$ cat src/rtl/core/lsuc_pkg.sv
`timescale 1ns / 1ps
// -----------------------------------------------------------------------------
// lsuc_pkg
// Shared types and constants of the lens shading uniformity check.
// -----------------------------------------------------------------------------
package lsuc_pkg;

    localparam int CH_W  = 8;
    localparam int LIM_W = 23;
    localparam int IDX_W = 6;

    localparam logic [LIM_W-1:0] RATIO_SAT = 23'd6528000;
    localparam logic [14:0]      UNIT_100  = 15'd25600;
    localparam logic [LIM_W-1:0] MIN_START = 23'd65280;

    // configuration register indexes
    localparam logic [2:0] CFG_Y_LOW    = 3'd0;
    localparam logic [2:0] CFG_Y_HIGH   = 3'd1;
    localparam logic [2:0] CFG_Y_SPREAD = 3'd2;
    localparam logic [2:0] CFG_RG_DIFF  = 3'd3;
    localparam logic [2:0] CFG_BG_DIFF  = 3'd4;

    typedef struct packed {
        logic cap;
        logic div_start;
        logic store;
        logic rd_rst;
        logic rd_inc;
        logic chk_eval;
        logic all_set;
        logic out_load;
        logic frame_clr;
    } lsuc_cmd_t;

    typedef struct packed {
        logic div_busy;
        logic frame_end;
        logic rd_is_last;
        logic out_taken;
    } lsuc_sts_t;

endpackage

$ cat src/rtl/core/lsuc_ctrl.sv
`timescale 1ns / 1ps
`default_nettype none
// -----------------------------------------------------------------------------
// lsuc_ctrl
// Sequencer: take word, divide, store; at frame end check pass then emit pass.
// -----------------------------------------------------------------------------
module lsuc_ctrl (
    input  wire logic                aclk,
    input  wire logic                aresetn,
    input  wire logic                s_valid,
    output logic                     s_ready,
    input  wire lsuc_pkg::lsuc_sts_t sts,
    output lsuc_pkg::lsuc_cmd_t      cmd
);
    import lsuc_pkg::*;

    typedef enum logic [3:0] {
        ST_IDLE, ST_DIV_GO, ST_DIV_WAIT, ST_STORE,
        ST_CHK_RD, ST_CHK_EV, ST_EM_RD, ST_EM_LD, ST_EM_WAIT
    } state_t;

    state_t state_reg, state_next;

    always_comb begin
        state_next = state_reg;
        cmd        = '0;
        case (state_reg)
            ST_IDLE: begin
                if (s_valid) begin
                    cmd.cap    = 1'b1;
                    state_next = ST_DIV_GO;
                end
            end
            ST_DIV_GO: begin
                cmd.div_start = 1'b1;
                state_next    = ST_DIV_WAIT;
            end
            ST_DIV_WAIT: begin
                if (!sts.div_busy) state_next = ST_STORE;
            end
            ST_STORE: begin
                cmd.store = 1'b1;
                if (sts.frame_end) begin
                    cmd.rd_rst  = 1'b1;
                    cmd.all_set = 1'b1;
                    state_next  = ST_CHK_RD;
                end else begin
                    state_next = ST_IDLE;
                end
            end
            ST_CHK_RD: state_next = ST_CHK_EV;
            ST_CHK_EV: begin
                cmd.chk_eval = 1'b1;
                if (sts.rd_is_last) begin
                    cmd.rd_rst = 1'b1;
                    state_next = ST_EM_RD;
                end else begin
                    cmd.rd_inc = 1'b1;
                    state_next = ST_CHK_RD;
                end
            end
            ST_EM_RD: state_next = ST_EM_LD;
            ST_EM_LD: begin
                cmd.out_load = 1'b1;
                state_next   = ST_EM_WAIT;
            end
            ST_EM_WAIT: begin
                if (sts.out_taken) begin
                    if (sts.rd_is_last) begin
                        cmd.frame_clr = 1'b1;
                        state_next    = ST_IDLE;
                    end else begin
                        cmd.rd_inc = 1'b1;
                        state_next = ST_EM_RD;
                    end
                end
            end
            default: state_next = ST_IDLE;
        endcase
    end

    always_ff @(posedge aclk) begin
        if (!aresetn) begin
            state_reg <= ST_IDLE;
        end else begin
            state_reg <= state_next;
        end
    end

    assign s_ready = (state_reg == ST_IDLE);

endmodule
`default_nettype wire

$ cat config.mk
export PLATFORM = sky130hd
export DESIGN_NAME = lsuc_ctrl
export DESIGN_NICKNAME = d
export VERILOG_FILES = /design/src/rtl/core/lsuc_pkg.sv /design/src/rtl/core/lsuc_ctrl.sv
export SDC_FILE = /design/constraint.sdc
export NUM_CORES = 1
export LEC_CHECK = 0
export ABC_CLOCK_PERIOD_IN_PS = 1400
export BUFFER_PORTS_ARGS = -buffer_cell sky130_fd_sc_hd__buf_4
export CAP_MARGIN = 20
export CORE_AREA = 2 2 39 41
export DETAILED_ROUTE_END_ITERATION = 7
export DIE_AREA = 0 0 41 43
export PLACE_DENSITY = 0.55
export SLEW_MARGIN = 5
export SYNTH_ARGS = -nofsm -noshare
export SYNTH_HDL_FRONTEND = slang
export SYNTH_SLANG_ARGS = --single-unit
$ cat constraint.sdc
create_clock -name aclk -period 1.4 [get_ports aclk]
set_input_delay 0.14 -clock aclk [delete_from_list [all_inputs] [get_ports aclk]]
set_output_delay 0.14 -clock aclk [all_outputs]
set_load 0.1 [all_outputs]
Yosys cells after proc, flatten, opt, wreduce, memory -nomap -nowiden --
Cells that the tools add are included.
Operators by class: muxes and demuxes 22, reduce and logical (&&, ||, !) cells 2, equal/unequal tests 11
Operators with widths (number):
- $pmux W4 S9 | 1
- $eq A4 B3 Y1 const B | 4
- $mux W1 | 13
- $mux W4 | 3
- $eq A4 B2 Y1 const B | 2
- $mux W3 | 2
- $ne A2 B2 Y1 const B | 3
- $eq A4 B1 Y1 const B | 1
- $eq A4 B4 Y1 const B | 1
- $logic_not A4 Y1 | 1
- $pmux W1 S2 | 2
- $reduce_and A3 Y1 | 1
- $mux W2 | 1
Storage, ports and cells: bits in registers 4, word-level logic and storage cells 36

Longest topological paths before layout --
Gate-level depths: netlist (run 1).
word-level depth 3, gate-level depth with buffers 4

Least setup slack after synthesis (run 1) --
OpenSTA, ideal clock, no wires.
kind register -> output, from reg state_reg[0], to out cmd[8] (netlist name), path buffers 0, required time 1260 ps, cell stages (with the launch flop) 4, arrival time 3654 ps, path slack -2394 ps, path through dfxtp_1 > or2_4 > nor3_1 > and2_1
RTL lines:
- from (decl) | RTL line lsuc_ctrl.sv:22 | state_t state_reg, state_next;
- from (signal assigned) | RTL line lsuc_ctrl.sv:86 | state_reg <= state_next;
- to (decl) | RTL line lsuc_ctrl.sv:13 | output lsuc_pkg::lsuc_cmd_t cmd

Final worst setup path (run 1) --
from reg state_reg[3], to reg state_reg[1]
On the way: word-level cells in the longest chain between the ends 3, elaborated cells on any way between the ends 14, those cells by class eq/ne: 11; mux: 1; reduce/logical: 2
Ends and longest elaborated chain:
- $eq A4 B2 Y1 (tied with other cells) | RTL line lsuc_ctrl.sv:27 | case (state_reg)
- $ne A2 B2 Y1 (no line)
- $reduce_and A3 Y1 (no line)
Parallel ways exist; a longest one is shown, timed or not. A chain may end at the register's enable or synchronous reset.

==> results.txt, run 1 <==
crit share post-route = 1.08
Clock Sinks = 4
syn_area_per_cell = 7.53 um^2
Unique masters post-synth = 26
critical-path cell list = or2_4 -> buf_6 -> o41ai_4 -> o21bai_4 -> o22ai_1
unrepaired setup endpoints after global routing = true
CP Class = flip-flop to flip-flop
core area = 0.00138 mm^2
cell total after placement = 87
final setup fails = 11
register area share after synthesis = 0.221
global routing's busiest layer = met2
routability cong. = 0.778
Synth Area in Adders = 0
met1 Track Usage GR = 0.197
Skew-Pair Late Insertion Delay = 250 ps
post-synthesis xor/xnor area fraction = 0
Layout Utilization = 0.646
diodes inserted = 0
initial antenna violation count = 0
flop-to-flop setup slack = -120 ps
Max Fanout on Critical Path = 6
Detailed Routing Iterations Pass 1 = 4
Clock Pin Slew Worst Setup and Hold Paths = 40 ps
Routed WL per cell = 13.3 um
met2 Usage GRT = 0.250
DR DRC count = 0
area delta synth->final = 147%
Tot GR Track Use = 0.163
clock buffer depth = 2
Final Hold Fails = 0
largest family of logic cells by synthesized area = simple AND/OR/NAND/NOR gates
Post-Syn Instances = 48
max reg flops = 4
worst path arrival time = 1650 ps
Yosys warnings = 0
Synth Area in Simple Gates = 0.429
status = finished, violations left
Vias = 485
post-DP HPWL = 815 um
slowest stage delay, CP = 380 ps
Pwr per Cell Area = 1060 mW/mm^2
DRT antenna net count = 0
syn nets = 55
fraction of layout instances using a drive strength above 1 = 0.750
Non-Filler Instances = 96
Startpoint Class = flip-flop
vias in the first global route = 463
Peak Freq = 659 MHz
Port Buffers = 16
Rel. slew slack = 0.648
Worst Path Required = 1530 ps
final hold slack = 144 ps
synthesized area = 362 um^2
TritonCTS clock tree = yes
final total power = 0.000952 W
number of nets in the layout = 89
total die area = 0.00176 mm^2
multiplexer share of the synthesized area = 0
most common cell after layout, fill and taps aside = buf_4
Root Buffer = clkbuf_4
IO Pins = 17
Worst Slack Setup Final = -117 ps
Fill cells = 121
FP Rows = 14
post-synthesis compound-gate area fraction = 0.304
first-pass GRT wire length = 1940 um
leak pwr = 0.354 nW
detailed router's first-iteration violation count = 7
Max VDD drop = 0.688 mV
CP Capture Type = flip-flop
# H-tree levels = 1
hold crit path type = primary input to flip-flop
CTS buffer count = 3
failing checks = setup timing
largest net degree at the start of global routing = 13
total gr overflow = 0
post-synthesis register bit count = 4
via/cell ratio = 5.05
most frequent cells in the layout = buf_4, buf_12, dfxtp_4
initial core utilization = 0.261
Tmin final = 1520 ps
Layout Skew = 6.42 ps
DIE HEIGHT = 43 um
met3 Use GR = 0.0628
Final Max Tran Viols = 0
post-detailed-routing wire length = 1280 um
max-cap violation count = 0
Die X = 41 um
Place WS = 34.8 ps
critical path's slowest cell = o41ai_4
worst slew pin tran = 521 ps
layout make-up:
type | count | area, um^2 | area share
multi-input cells | 40 | 393 | 0.439
repair buffers | 31 | 357 | 0.399
flip-flops and latches | 4 | 95.1 | 0.106
clock buffers | 3 | 22.5 | 0.0252
well taps | 16 | 20.0 | 0.0224
inverters | 2 | 7.51 | 0.00839
critical path: cells and delay by family, from the launching register on:
kind / cells / cell delay, ps
flops: 1 / 360
compound gates: 3 / 650
buf+inv: 1 / 120
simple gates: 1 / 270
metrics by stage:
stage	area, um^2	setup TNS [ps]
3_3_place_gp	653	0
2_1_floorplan	458	-1690
6_report	895	-668
4_1_cts	806	-638
5_1_grt	895	-1290
3_5_place_dp	653	0
cell usage after synthesis:
cell type / number / area share
o22ai_1: 1 / 0.017
a2bb2oi_1: 1 / 0.024
nand2_1: 5 / 0.052
o41ai_4: 1 / 0.076
o21ba_2: 1 / 0.028
nand3_1: 1 / 0.014
dfxtp_1: 4 / 0.22
nor2b_1: 4 / 0.069
a22o_1: 1 / 0.024
a31oi_1: 1 / 0.017
a211oi_1: 1 / 0.021
buf_2: 1 / 0.014
inv_1: 2 / 0.021
nor4_1: 2 / 0.035
nor3_1: 2 / 0.028
and3_1: 2 / 0.035
and2b_1: 1 / 0.021
or2_4: 1 / 0.024
o21bai_2: 1 / 0.031
nor4b_1: 2 / 0.048
nor2_1: 5 / 0.052
nand2b_1: 1 / 0.017
a21oi_1: 3 / 0.042
o22a_1: 1 / 0.024
clkbuf_1: 1 / 0.010
and2_1: 2 / 0.035
where the power goes:
| part | internal (W) | total, W | switching (W) |
|---|---|---|---|
| combinational | 0.000279 | 0.000644 | 0.000366 |
| clock | 0.0000964 | 0.000152 | 0.0000557 |
| sequential | 0.000130 | 0.000156 | 0.0000262 |
| total | 0.000505 | 0.000952 | 0.000448 |
metal layers:
layer,part of all wire,vias up
met5,0,-
met4,0.0086,0
met2,0.56,11
met3,0.033,3
li1,-,243
met1,0.40,228
final timing paths:
path | start | to | cells after the start
worst min register to register | state_reg[3] | state_reg[2] | 2
worst min-delay path | aresetn | state_reg[0] | 3
worst max register to register | state_reg[3] | state_reg[1] | 5
worst max-delay path | state_reg[3] | state_reg[1] | 5
kinds of logic (layout without fill, tap and decap cells):
logic type,count (synthesis),in the layout
DFF,4,4
AOI/OAI and AO/OA,12,12
buffers and inverters,4,36
and+or+nand+nor,28,28
what timing repair did:
action / 4_1_cts / 5_1_grt
buffers inserted: 5 / 1
setup endpoints to repair: 10 / 13
gates resized for setup: 24 / 19
hold buffers: 0 / 0
pin swaps: 7 / 6
No activity file was read; power rests on OpenSTA's default activity.
==> run 2, diff against run 1 <==
--- a/config.mk
+++ b/config.mk
@@ -7,11 +7,12 @@
 export LEC_CHECK = 0
 export ABC_CLOCK_PERIOD_IN_PS = 1400
 export BUFFER_PORTS_ARGS = -buffer_cell sky130_fd_sc_hd__buf_4
-export CAP_MARGIN = 20
+export CAP_MARGIN = 30
 export CORE_AREA = 2 2 39 41
+export CTS_BUF_LIST = sky130_fd_sc_hd__clkbuf_4
 export DETAILED_ROUTE_END_ITERATION = 7
 export DIE_AREA = 0 0 41 43
-export PLACE_DENSITY = 0.55
+export PLACE_DENSITY_LB_ADDON = 0.12
 export SLEW_MARGIN = 5
 export SYNTH_ARGS = -nofsm -noshare
 export SYNTH_HDL_FRONTEND = slang
==> results.txt, run 2 (synthesis gave the netlist of run 1 again) <==
clock power share = 0.146
CP Class = flip-flop to primary output
area delta synth->final = 145%
Pwr per Cell Area = 1080 mW/mm^2
most common cell after layout, fill and taps aside = buf_4
largest net degree at the start of global routing = 11
leak pwr = 0.349 nW
Worst Path Required = 1260 ps
initial core utilization = 0.261
Fill cells = 126
Final Max Tran Viols = 0
initial antenna violation count = 0
Layout Skew = 1.48 ps
Peak Freq = 670 MHz
Root Buffer = clkbuf_4
via/cell ratio = 5.02
Skew-Pair Late Insertion Delay = 230 ps
Routed WL per cell = 12.6 um
diodes inserted = 0
core area = 0.00138 mm^2
Port Buffers = 16
unrepaired setup endpoints after global routing = true
detailed router's first-iteration violation count = 6
Max Fanout on Critical Path = 4
Place WS = 16.6 ps
final total power = 0.000960 W
Internal Power = 0.000515 W
Worst Slack Setup Final = -93.0 ps
routability cong. = 0.715
Psw = 0.000445 W
final setup fails = 7
TritonCTS clock tree = yes
status = finished, violations left
fraction of layout instances using a drive strength above 1 = 0.785
Detailed Routing Iterations Pass 1 = 4
max reg flops = 4
CTS buffer count = 3
post-DP HPWL = 914 um
post-detailed-routing wire length = 1200 um
hold crit path type = primary input to flip-flop
number of nets in the layout = 88
most frequent cells in the layout = buf_4, buf_12
FP Rows = 14
DRT antenna net count = 0
share of total power in combinational logic = 0.698
clock buffer depth = 2
worst slew pin tran = 328 ps
Post-CTS Hold Buffers = 0
sequential cell fraction of total power = 0.156
total die area = 0.00176 mm^2
Startpoint Class = flip-flop
DR DRC count = 0
Die X = 41 um
Rel. slew slack = 0.780
Switching Fraction = 0.464
Tmin final = 1490 ps
crit share post-route = 1.07
Tot GR Track Use = 0.157
CP Capture Type = primary output
Final Hold Fails = 0
IO Pins = 17
Vias = 477
worst path arrival time = 1350 ps
failing checks = setup timing
total gr overflow = 0
first-pass GRT wire length = 1850 um
DIE HEIGHT = 43 um
Clock Pin Slew Worst Setup and Hold Paths = 40 ps
Clock Sinks = 4
Max VDD drop = 0.524 mV
# H-tree levels = 1
vias in the first global route = 437
max-cap violation count = 0
==> run 2: changes by cell type in the layout (fill, tap and decap cells not counted), sizes merged <==
cell / before / now
buf: 31 / 30
==> run 2: power groups by stage <==
stage | clock [W] | sequential, W | combinational [W]
after global routing | 0.000159 | 0.000153 | 0.000701
after floorplan | 0 | 0.000148 | 0.000396
final | 0.000141 | 0.000150 | 0.000670
after global placement | 0 | 0.000151 | 0.000518
after CTS | 0.000147 | 0.000148 | 0.000633
after detailed placement | 0 | 0.000153 | 0.000519
==> run 2: through the flow <==
stage | TNS, ps | utilization | hold slack (ps) | instance area, um^2 | instances
after floorplan | -1690 | - | 243 | 458 | 48
after global placement | 0 | 0.474 | 392 | 656 | 89
after detailed placement | 0 | 0.474 | 400 | 656 | 89
after CTS | -338 | 0.593 | 156 | 821 | 95
after global routing | -883 | 0.640 | 161 | 886 | 95
final | -356 | 0.640 | 167 | 886 | 95
==> run 2: worst max-delay path, stage by stage, from the launching register on <==
cell,delay (ps)
dfxtp_2,340
or2_4,260
nor3_4,180
and2_4,170
buf_12,160
==> run 2: metal layers <==
metal / vias to the layer above / global-route usage / share of wire
li1: 238 / - / -
met1: 221 / 0.177 / 0.41
met2: 18 / 0.259 / 0.54
met3: 0 / 0.0314 / 0.054
met4: 0 / 0.0800 / 0
met5: - / 0 / 0
==> run 2: layout make-up <==
cell class	instances	area (um^2)	share of cell area
sequential	4	87.6	0.0989
tap	16	20.0	0.0226
clock buffer	3	22.5	0.0254
timing repair buffer	30	342	0.386
multi-input combinational	40	404	0.456
inverter	2	10.0	0.0113
==> run 2: path summary, 6_finish.rpt <==
kind | startpoint | to | slack [ps] | cells past startpoint
worst max-delay path | state_reg[3] | cmd[8] | -90 | 4
worst min-delay path | aresetn | state_reg[0] | 170 | 3
worst max register to register | state_reg[3] | state_reg[1] | 120 | 4
worst min register to register | state_reg[2] | state_reg[0] | 690 | 2
==> run 2: repair_timing <==
| action | CTS | global route |
|---|---|---|
| buffers inserted | 3 | 0 |
| pin swaps | 5 | 4 |
| resized for setup | 32 | 13 |
| setup endpoints to repair | 10 | 12 |
